$ cat config.mk
export PLATFORM = sky130hd
export DESIGN_NAME = rgb_ycbcr_color_convert_core
export DESIGN_NICKNAME = d
export VERILOG_FILES = /design/src/rtl/core/rycc_pkg.sv /design/src/rtl/core/rycc_coef.sv /design/src/rtl/core/rycc_dot.sv /design/src/rtl/core/rgb_ycbcr_color_convert_core.sv
export SDC_FILE = /design/constraint.sdc
export NUM_CORES = 2
export LEC_CHECK = 0
export BUFFER_PORTS_ARGS = -buffer_cell sky130_fd_sc_hd__buf_2
export CAP_MARGIN = 40
export CORE_ASPECT_RATIO = 1.1
export CORE_MARGIN = 4
export CORE_UTILIZATION = 50
export DETAILED_ROUTE_END_ITERATION = 8
export PLACE_DENSITY_LB_ADDON = 0.08
export SYNTH_ARGS = -nofsm -noshare
export SYNTH_HDL_FRONTEND = slang
export SYNTH_HIERARCHICAL = 1
export SYNTH_SLANG_ARGS = --single-unit
$ cat constraint.sdc
create_clock -name clk -period 10.7 [get_ports clk]
set_clock_uncertainty 0.05 [all_clocks]
set_input_delay 1.07 -clock clk [delete_from_list [all_inputs] [get_ports clk]]
set_output_delay 1.07 -clock clk [all_outputs]
set_load 0.1 [all_outputs]
$ cat src/rtl/core/rycc_pkg.sv
package rycc_pkg;

  // Default number of fraction bits in a coefficient
  localparam int COEF_FRAC_BITS_DEF = 14;

  // Integer bits above the fraction in a signed coefficient (|coef| < 4, plus sign)
  localparam int COEF_INT_BITS = 3;

  // Width of a signed channel value after its input offset is taken off
  localparam int CHAN_DIFF_W = 10;

  typedef struct packed {
    logic       op;
    logic [7:0] chan_first;
    logic [7:0] chan_second;
    logic [7:0] chan_third;
  } in_item_t;

  typedef struct packed {
    logic [7:0] out_first;
    logic [7:0] out_second;
    logic [7:0] out_third;
  } out_item_t;

  // Coefficients in millionths, indexed [mode][op][output][input].
  // Mode: studio swing, then full range. Op: RGB to YCbCr, then YCbCr to RGB.
  localparam int COEF_MIL [2][2][3][3] = '{
    '{
      '{ '{  257000,  504000,   98000 },
         '{ -148000, -291000,  439000 },
         '{  439000, -368000,  -71000 } },
      '{ '{ 1164000,       0, 1596000 },
         '{ 1164000, -392000, -813000 },
         '{ 1164000, 2017000,       0 } }
    },
    '{
      '{ '{  299000,  587000,  114000 },
         '{ -168736, -331264,  500000 },
         '{  500000, -418688,  -81312 } },
      '{ '{ 1000000,       0, 1402000 },
         '{ 1000000, -344136, -714136 },
         '{ 1000000, 1772000,       0 } }
    }
  };

  // Offset taken off each input channel, [mode][op][input]
  localparam logic [7:0] IN_OFF [2][2][3] = '{
    '{ '{ 8'd0, 8'd0,   8'd0   }, '{ 8'd16, 8'd128, 8'd128 } },
    '{ '{ 8'd0, 8'd0,   8'd0   }, '{ 8'd0,  8'd128, 8'd128 } }
  };

  // Offset added to each output channel, [mode][op][output]
  localparam logic [7:0] OUT_OFF [2][2][3] = '{
    '{ '{ 8'd16, 8'd128, 8'd128 }, '{ 8'd0, 8'd0, 8'd0 } },
    '{ '{ 8'd0,  8'd128, 8'd128 }, '{ 8'd0, 8'd0, 8'd0 } }
  };

  // Scale a value in millionths to a fixed-point coefficient, rounding the
  // magnitude half up and applying the sign afterwards
  function automatic longint coef_fx(input int mil, input int frac);
    longint mag;
    mag = (mil < 0) ? -longint'(mil) : longint'(mil);
    mag = ((mag <<< frac) + 64'sd500000) / 64'sd1000000;
    return (mil < 0) ? -mag : mag;
  endfunction

endpackage

$ cat src/rtl/core/rycc_coef.sv
module rycc_coef #(
  parameter int FRAC = rycc_pkg::COEF_FRAC_BITS_DEF
) (
  input  logic                                mode,
  input  logic                                op,
  output logic [2:0][2:0][FRAC+rycc_pkg::COEF_INT_BITS-1:0] coef_o,
  output logic [2:0][7:0]                     in_off_o,
  output logic [2:0][7:0]                     out_off_o
);
  import rycc_pkg::*;

  localparam int CW = FRAC + COEF_INT_BITS;

  logic [CW-1:0] tab [2][2][3][3];

  // Build the fixed-point coefficient table at elaboration
  for (genvar m = 0; m < 2; m++) begin : g_mode
    for (genvar o = 0; o < 2; o++) begin : g_op
      for (genvar i = 0; i < 3; i++) begin : g_out
        for (genvar j = 0; j < 3; j++) begin : g_in
          assign tab[m][o][i][j] = CW'(coef_fx(COEF_MIL[m][o][i][j], FRAC));
        end
      end
    end
  end

  // Select the coefficient set and offsets for this mode and direction
  always_comb begin
    for (int i = 0; i < 3; i++) begin
      for (int j = 0; j < 3; j++) begin
        coef_o[i][j] = tab[mode][op][i][j];
      end
      in_off_o[i]  = IN_OFF[mode][op][i];
      out_off_o[i] = OUT_OFF[mode][op][i];
    end
  end

endmodule

$ cat src/rtl/core/rycc_dot.sv
module rycc_dot #(
  parameter int FRAC = rycc_pkg::COEF_FRAC_BITS_DEF
) (
  input  logic [2:0][7:0]                          chan,
  input  logic [2:0][7:0]                          in_off,
  input  logic [2:0][FRAC+rycc_pkg::COEF_INT_BITS-1:0] coef,
  input  logic [7:0]                               out_off,
  output logic [7:0]                               res
);
  import rycc_pkg::*;

  localparam int CW = FRAC + COEF_INT_BITS;
  localparam int PW = CW + CHAN_DIFF_W;
  localparam int AW = PW + 3;
  localparam logic signed [AW-1:0] HALF = AW'(1) <<< (FRAC - 1);

  logic signed [CHAN_DIFF_W-1:0] diff [3];
  logic signed [PW-1:0]          prod [3];
  logic signed [AW-1:0]          acc;
  logic signed [AW-1:0]          quo;
  logic signed [AW-1:0]          sum;

  // Remove input offsets and form the products
  always_comb begin
    for (int j = 0; j < 3; j++) begin
      diff[j] = $signed({2'b00, chan[j]}) - $signed({2'b00, in_off[j]});
      prod[j] = PW'($signed(coef[j])) * PW'(diff[j]);
    end
  end

  // Sum, round half up, add output offset
  always_comb begin
    acc = AW'(prod[0]) + AW'(prod[1]) + AW'(prod[2]);
    quo = (acc + HALF) >>> FRAC;
    sum = quo + $signed({{(AW-8){1'b0}}, out_off});
  end

  // Clamp to the 8-bit range
  always_comb begin
    if (sum < 0) begin
      res = 8'd0;
    end else if (sum > AW'(255)) begin
      res = 8'd255;
    end else begin
      res = sum[7:0];
    end
  end

endmodule

$ cat src/rtl/core/rgb_ycbcr_color_convert_core.sv
// RGB <-> YCbCr pixel converter, BT.601 studio swing or JPEG full range.
//
// Input: a pixel transaction is taken at each rising edge with start high
// and busy low. in_data.op picks the direction (0 = RGB to YCbCr,
// 1 = YCbCr to RGB). busy is low whenever reset is released, so a pixel
// can be issued in every cycle.
// Output: out_valid pulses for one cycle with the converted pixel on
// out_data, once the pixel has passed the input register and then the
// result register. Throughput is one pixel per clock; the three
// multiply-accumulate channels between the two registers set that figure.
// The receiver cannot stall: each result is shown for exactly one cycle.
// Configuration: cfg_data carries the conversion mode (0 = studio swing,
// 1 = full range), written when cfg_valid and cfg_ready are high. Write it
// only while no pixel is in flight. The mode resets to studio swing.
// Reset: synchronous, active low; clears the mode and all valid flags so
// no result appears until a new pixel is taken.
module rgb_ycbcr_color_convert_core #(
  parameter int COEF_FRAC_BITS = rycc_pkg::COEF_FRAC_BITS_DEF
) (
  input  logic                clk,
  input  logic                rst_n,
  input  logic                start,
  output logic                busy,
  input  rycc_pkg::in_item_t  in_data,
  output logic                out_valid,
  output rycc_pkg::out_item_t out_data,
  input  logic                cfg_valid,
  output logic                cfg_ready,
  input  logic                cfg_data
);
  import rycc_pkg::*;

  localparam int CW = COEF_FRAC_BITS + COEF_INT_BITS;

  logic             conv_mode_r;
  logic             in_vld_r;
  in_item_t         in_item_r;
  logic             item_mode_r;
  logic             out_valid_r;
  out_item_t        out_item_r;
  out_item_t        out_item_nxt;
  logic             accept;

  logic [2:0][2:0][CW-1:0] coef_w;
  logic [2:0][7:0]         in_off_w;
  logic [2:0][7:0]         out_off_w;
  logic [2:0][7:0]         chan_w;
  logic [2:0][7:0]         res_w;

  assign busy      = ~rst_n;
  assign cfg_ready = rst_n;
  assign accept    = start && !busy;

  // Hold the mode register
  always_ff @(posedge clk) begin
    if (!rst_n) begin
      conv_mode_r <= 1'b0;
    end else if (cfg_valid && cfg_ready) begin
      conv_mode_r <= cfg_data;
    end
  end

  // Capture the input transaction with the mode in force
  always_ff @(posedge clk) begin
    if (!rst_n) begin
      in_vld_r <= 1'b0;
    end else begin
      in_vld_r <= accept;
    end
  end

  always_ff @(posedge clk) begin
    if (accept) begin
      in_item_r   <= in_data;
      item_mode_r <= conv_mode_r;
    end
  end

  // Select coefficients and offsets
  rycc_coef #(
    .FRAC (COEF_FRAC_BITS)
  ) u_coef (
    .mode      (item_mode_r),
    .op        (in_item_r.op),
    .coef_o    (coef_w),
    .in_off_o  (in_off_w),
    .out_off_o (out_off_w)
  );

  assign chan_w = {in_item_r.chan_third, in_item_r.chan_second, in_item_r.chan_first};

  // One multiply-accumulate channel per output
  for (genvar i = 0; i < 3; i++) begin : g_dot
    rycc_dot #(
      .FRAC (COEF_FRAC_BITS)
    ) u_dot (
      .chan    (chan_w),
      .in_off  (in_off_w),
      .coef    (coef_w[i]),
      .out_off (out_off_w[i]),
      .res     (res_w[i])
    );
  end

  always_comb begin
    out_item_nxt.out_first  = res_w[0];
    out_item_nxt.out_second = res_w[1];
    out_item_nxt.out_third  = res_w[2];
  end

  // Advance to the result register
  always_ff @(posedge clk) begin
    if (!rst_n) begin
      out_valid_r <= 1'b0;
    end else begin
      out_valid_r <= in_vld_r;
    end
  end

  always_ff @(posedge clk) begin
    if (in_vld_r) begin
      out_item_r <= out_item_nxt;
    end
  end

  assign out_valid = out_valid_r;
  assign out_data  = out_item_r;

  // An accepted transaction reaches the input register
  a_accept_to_stage: assert property (@(posedge clk) disable iff (!rst_n)
    accept |=> in_vld_r)
    else $error("accepted transaction did not reach the input register");

  // Every staged transaction yields exactly one result next cycle
  a_stage_to_result: assert property (@(posedge clk) disable iff (!rst_n)
    in_vld_r |=> out_valid_r)
    else $error("staged transaction produced no result");

  // No result without a staged transaction
  a_no_phantom: assert property (@(posedge clk) disable iff (!rst_n)
    !in_vld_r |=> !out_valid_r)
    else $error("result strobe without a staged transaction");

  // Reset clears the pipeline flags
  a_reset_clear: assert property (@(posedge clk)
    !rst_n |=> !in_vld_r && !out_valid_r && !conv_mode_r)
    else $error("reset did not clear pipeline state");

  // A mode write lands in the register
  a_cfg_write: assert property (@(posedge clk) disable iff (!rst_n)
    cfg_valid && cfg_ready |=> conv_mode_r == $past(cfg_data))
    else $error("mode write was lost");

endmodule

## Word level (Yosys, flattened, before mapping)

Cells that the tools add are included.

- Flip-flop bits (word level): 53
- Input bits: 30
- Logic and storage cells: 69

- Add/subtract/negate cells: 15
- Multiply operators: 9
- Magnitude comparators: 8
- Muxes and demuxes: 21
- Bitwise gates (word level): 3
- Reduce and logical (&&, ||, !) cells: 2

Operators by type and width:

| kind | count |
|---|---|
| 2-to-1 mux 306 bit | 2 |
| 2-to-1 mux 153 bit | 3 |
| 2-to-1 mux 299 bit | 1 |
| multiplier 17 x 9 -> 26 bit | 9 |
| 2-to-1 mux 48 bit | 4 |
| 2-to-1 mux 24 bit | 6 |
| adder 30 x 15 -> 30 bit, second input constant | 3 |
| adder 27 x 26 -> 28 bit | 3 |
| adder 26 x 26 -> 27 bit | 3 |
| adder 16 x 9 -> 17 bit | 3 |
| greater-than comparator 17 x 9 -> 1 bit, second input constant | 3 |
| < comparator 17 x 1 -> 1 bit, second input constant | 3 |
| 2-to-1 mux 45 bit | 1 |
| subtractor 8 x 8 -> 9 bit | 3 |
| 2-to-1 mux 8 bit | 3 |
| 2-to-1 mux 21 bit | 1 |
| >= comparator 2 bit, second input constant | 2 |
| NOT 1 -> 2 bit | 2 |
| logical AND 1 bit | 2 |
| NOT 1 bit | 1 |

## Longest topological paths before layout

- Word-level depth: 15
- Depth in mapped cells: 45
- Mapped depth without buffers: 43

## Hierarchy

Netlist, hierarchy kept.

By module, submodules not included:

| module | instances | cells an instance | area each (µm²) |
|---|---|---|---|
| rycc_dot at g_dot[0].u_dot | 1 | 2042 | 18426.4 |
| rycc_dot at g_dot[2].u_dot | 1 | 2018 | 18286.3 |
| rycc_dot at g_dot[1].u_dot | 1 | 2016 | 18243.7 |
| rgb_ycbcr_color_convert_core | 1 | 60 | 1605.3 |
| rycc_coef | 1 | 206 | 1552.7 |

## Least setup slack after synthesis

Ideal clock, no wire load.

- Kind: reg2reg
- Start: register item_mode_r
- End: register out_item_r (netlist bit out_data[16]) (data pin)
- Arrival: 10.253 ns
- Required time: 10.365 ns
- Setup slack: 0.113 ns
- Stages on the path, launching flop included: 42
- Period minus slack after synthesis: 10.587 ns
- Path through: edfxtp_1 -> inv_1 -> ha_1 -> buf_4 -> inv_1 -> ha_1 -> o21ai_0 -> a21boi_0 -> o21a_1 -> or3_1 -> clkbuf_1 -> clkbuf_1 -> nand3_1 -> fa_1 -> inv_1 -> fa_1 -> inv_1 -> fa_1 -> (+6 left out) -> ha_1 -> a21oi_1 -> o21ai_0 -> a21oi_1 -> nand2_1 -> a21oi_1 -> nor3_1 -> nor2_1 -> xnor2_1 -> ha_1 -> o21a_1 -> nor2_1 -> a21oi_1 -> a21o_2 -> o21ai_0 -> o311ai_0 -> mux2i_1 -> a41oi_1

RTL lines:

| what | RTL line | text |
|---|---|---|
| from (decl) | rgb_ycbcr_color_convert_core.sv:38 | `logic item_mode_r;` |
| from (signal assigned) | rgb_ycbcr_color_convert_core.sv:75 | `item_mode_r <= conv_mode_r;` |
| to (signal assigned) | rgb_ycbcr_color_convert_core.sv:122 | `out_item_r <= out_item_nxt;` |
| to (decl) | rgb_ycbcr_color_convert_core.sv:40 | `out_item_t out_item_r;` |

## Final worst setup path

- Start: register in_item_r (netlist bit chan_w[17])
- End: register out_item_r (netlist bit out_data[23]) (data pin)

- Cells in the longest elaborated chain, start to end: 7
- Elaborated cells between the ends (all ways): 8

Ends and longest elaborated chain:

| what | RTL line | text |
|---|---|---|
| from (decl) | rgb_ycbcr_color_convert_core.sv:37 | `in_item_t in_item_r;` |
| from (signal assigned) | rgb_ycbcr_color_convert_core.sv:74 | `in_item_r <= in_data;` |
| subtractor 8 x 8 -> 9 bit * | rycc_dot.sv:26 | `diff[j] = $signed({2'b00, chan[j]}) - $signed({2'b00, in_off[j]});` |
| multiplier 17 x 9 -> 26 bit * | rycc_dot.sv:27 | `prod[j] = PW'($signed(coef[j])) * PW'(diff[j]);` |
| adder 27 x 26 -> 28 bit * | rycc_dot.sv:33 | `acc = AW'(prod[0]) + AW'(prod[1]) + AW'(prod[2]);` |
| adder 30 x 15 -> 30 bit * | rycc_dot.sv:34 | `quo = (acc + HALF) >>> FRAC;` |
| adder 16 x 9 -> 17 bit * | rycc_dot.sv:35 | `sum = quo + $signed({{(AW-8){1'b0}}, out_off});` |
| greater-than comparator 17 x 9 -> 1 bit | rycc_dot.sv:42 | `end else if (sum > AW'(255)) begin` |
| 2-to-1 mux 8 bit | rycc_dot.sv:42 |  |

Every way passes the cells marked *; elsewhere a longest branch is shown, timed or not.
A chain may end at the register's enable or synchronous reset.

==> impl_results.md <==
- Crit path top cell by count: fa_1
- IO Pins: 57
- Crit path DAT: 10.18 ns
- DP HPWL: around 120 mm
- Vias per cell: a little over 5
- Root Driver: clkbuf_16
- First-pass GRT wire length: 238 mm
- Nature of the critical path endpoint: register
- Post-DP Area: 0.0595 mm²
- Max_slew headroom: slightly above 40%
- CP Data Required Time: between 10 and 15 ns
- F_max: ~0.099 GHz
- PortBufs: between 50 and 60
- Post-synthesis sequential area ratio: between 2 and 3%
- Synth unique cells: approximately 110
- Async set-reset flop share out of synthesis: 0%
- Sinks on Clock Net: 53
- Total of max-cap violations: 0
- Clock latency on the worst-skew pair: approximately 0.4 ns
- Gate Count Post-Synth: approximately 6300
- Largest net degree at the start of global routing: 144
- Area growth syn-to-layout: 2.84%
- M2 GR Usage: between 40% and 50%
- Post-layout minimum cycle time: between 10 and 15 ns
- GR met1 Demand/Resource: 36.0%
- Primary FF master, synth: edfxtp_1
- Final ANT Viol Nets: 0
- Via count: 39000
- Setup Crit Path Kind: register to register
- DRT Pass-1 Iters: 6
- Average instance area after synthesis: ~9 µm²
- DRC Markers: 0
- Startpoint Class: register
- Vias in the first global route: about 43000
- Register area: around 0.0016 mm²
- GRT met3 Usage: ~2.8%
- DRT iter0 DRCs: just under 2000
- Die width: between 300 and 400 µm
- Worst path slowest cell: fa_1
- GR peak layer: met2
- Worst hold path type: register to register
- EDFF count, synth: 50
- Share of layout cells above drive strength 1: 5.31%
- Clock-pin slew of the registers on the worst-case setup and hold paths: 0.12 ns
- Status: finished clean
- Placer Congestion: around 0.88
- Drt wl/cell: approximately 18 µm
- Worst Tran Pin Value: approximately 0.88 ns
- Slew Viols, Final: 0
- Initial Util: around 51%
- Unrepaired setup endpoints after global routing: false
- Num CTS Buffers: 5
- Final hold violation count: 0
- CTS tree: done
- CP peak stage delay: 0.55 ns
- Yosys warning total: 6
- Fillcell total: between 10000 and 15000
- Worst hold slack: 0.691 ns
- Antenna violations before repair: 6
- Design area: roughly 0.06 mm²
- CTS Buffer Depth: 2
- H-tree lvl count: 2
- Total gr overflow: 0
- Core Area: ~0.11 mm²
- Site row count: 130
- CP Max Fanout: 15
- Nets: a little over 8000
- Gr usage total: around a quarter
- Setup violations, final: 0
- Die height: about 370 µm
- Routed wire length: ~140 mm
- Fin crit share: between 90 and 100%
- Setup tns final: 0 ns
- Cell area after synthesis: ~0.058 mm²
- Flops & latches, synth: 53
- Die outline area: about 0.12 mm²
- Area of the multi-input gates: ~0.048 mm²
## through the flow
step | std cells | utilization [%] | setup WS [ns]
floorplan | 6414 | - | 0.113
global placement | 7713 | 51.7 | 0.289
detailed placement | 7723 | 51.8 | 0.106
CTS | 7731 | 52.0 | 0.0404
global route | 7737 | 52.0 | 0.00321
finish | 7741 | 52.0 | 0.561
## cells in the final DEF, fill, tap and decap left out, types with 11 or more instances in the layout
cell type,instances
fa_1,1476
o21bai_1,15
a21oi_1,97
and2_1,304
ha_1,462
nand4_1,15
o21a_1,19
nand2_1,714
o21ai_1,16
edfxtp_1,50
nor3b_1,15
buf_2,56
or2_2,46
nor2_1,146
nor2b_1,64
a21o_1,36
a21boi_0,17
and3_1,18
buf_4,118
a31oi_1,11
inv_1,1726
nand3_1,42
o211ai_1,12
xor2_1,31
nor3_1,32
o21ai_0,62
nand2b_1,260
conb_1,74
a211oi_1,12
xnor2_1,73
## timing repair
item	4_1_cts	5_1_grt
buffers inserted	0	6
hold buffers	0	0
gates resized for setup	0	20
setup endpoints to repair	0	8
## cell families (layout without fill, tap and decap cells)
| group | Yosys count | count (layout) | share of synthesized area [%] |
|---|---|---|---|
| buf+inv | 2116 | 1921 | 14.9 |
| fa+ha+maj | 1943 | 1943 | 60.9 |
| simple gates | 1712 | 1712 | 14.8 |
| compound gates | 393 | 393 | 4.73 |
| xor+xnor | 111 | 111 | 1.70 |
| flops | 53 | 53 | 2.69 |
| mux | 12 | 12 | 0.220 |
| other cells | 2 | 78 | 0.0129 |
## cell type report
type                       instances  area share, %
clock buffer                       5          0.209
sequential                        53           2.61
multi-input combinational       4245           80.8
inverter                        1729           10.9
tap                             1518           3.18
clock inverter                     3         0.0482
timing repair buffer             184           2.29
antenna                            4         0.0167
## registers in the layout, summed over array words and instances (netlist names)
name         flops
in_item_r        1
in_vld_r         1
chan_w          24
item_mode_r      1
out_data        24
conv_mode_r      1
out_valid        1
## routing by layer
layer | vias up | part of all wire [%]
met2 | 734 | 47
met3 | 115 | 4.8
li1 | 17900 | -
met1 | 20300 | 46
met5 | - | 0.0056
met4 | 2 | 1.6
## critical path: cells and delay by family (launching register included)
kind	cells	cell delay, ns
flip-flops	1	0.36
adder cells (fa/ha/maj)	11	4.76
XOR/XNOR	1	0.20
AND/OR/NAND/NOR	7	1.45
AO/OA/AOI/OAI	14	2.67
buffers and inverters	4	0.37
## cells in the mapped netlist, drive strengths merged, types with 6 or more instances
library cell	count	area, µm²
a41oi	9	78.8
o31ai	8	65.1
o21bai	15	113
clkbuf	124	465
o21ai	80	404
nor2b	65	409
nor3	33	170
xnor2	78	698
xor2	33	289
a21o	37	279
ha	467	5840
nand4	17	119
buf	263	1730
nand2b	261	1640
and3	20	131
o211ai	13	103
mux2	6	67.6
or2	47	294
nor2	149	562
a31oi	11	68.8
nor3b	16	120
nand3	43	220
o31a	9	78.8
inv	1729	6490
and2	310	1950
nand2	716	2690
a211oi	15	135
edfxtp	50	1500
a21oi	106	553
mux2i	6	60.1
a21boi	22	165
nand4b	7	61.3
o21a	19	143
fa	1476	29500
## final timing paths
| path | startpoint | end | slack (ns) | cells past startpoint |
|---|---|---|---|---|
| max | chan_w[17]$_DFFE_PP_ | out_data[23]$_DFFE_PP_ | 0.56 | 37 |
| max reg2reg | chan_w[17]$_DFFE_PP_ | out_data[23]$_DFFE_PP_ | 0.56 | 37 |
| min reg2reg | in_vld_r$_SDFF_PN0_ | out_data[14]$_DFFE_PP_ | 0.69 | 0 |
| min | in_vld_r$_SDFF_PN0_ | out_data[14]$_DFFE_PP_ | 0.69 | 0 |
Power is not shown: default switching activity piles up to over one toggle a cycle in this logic, so the estimate is an artifact.
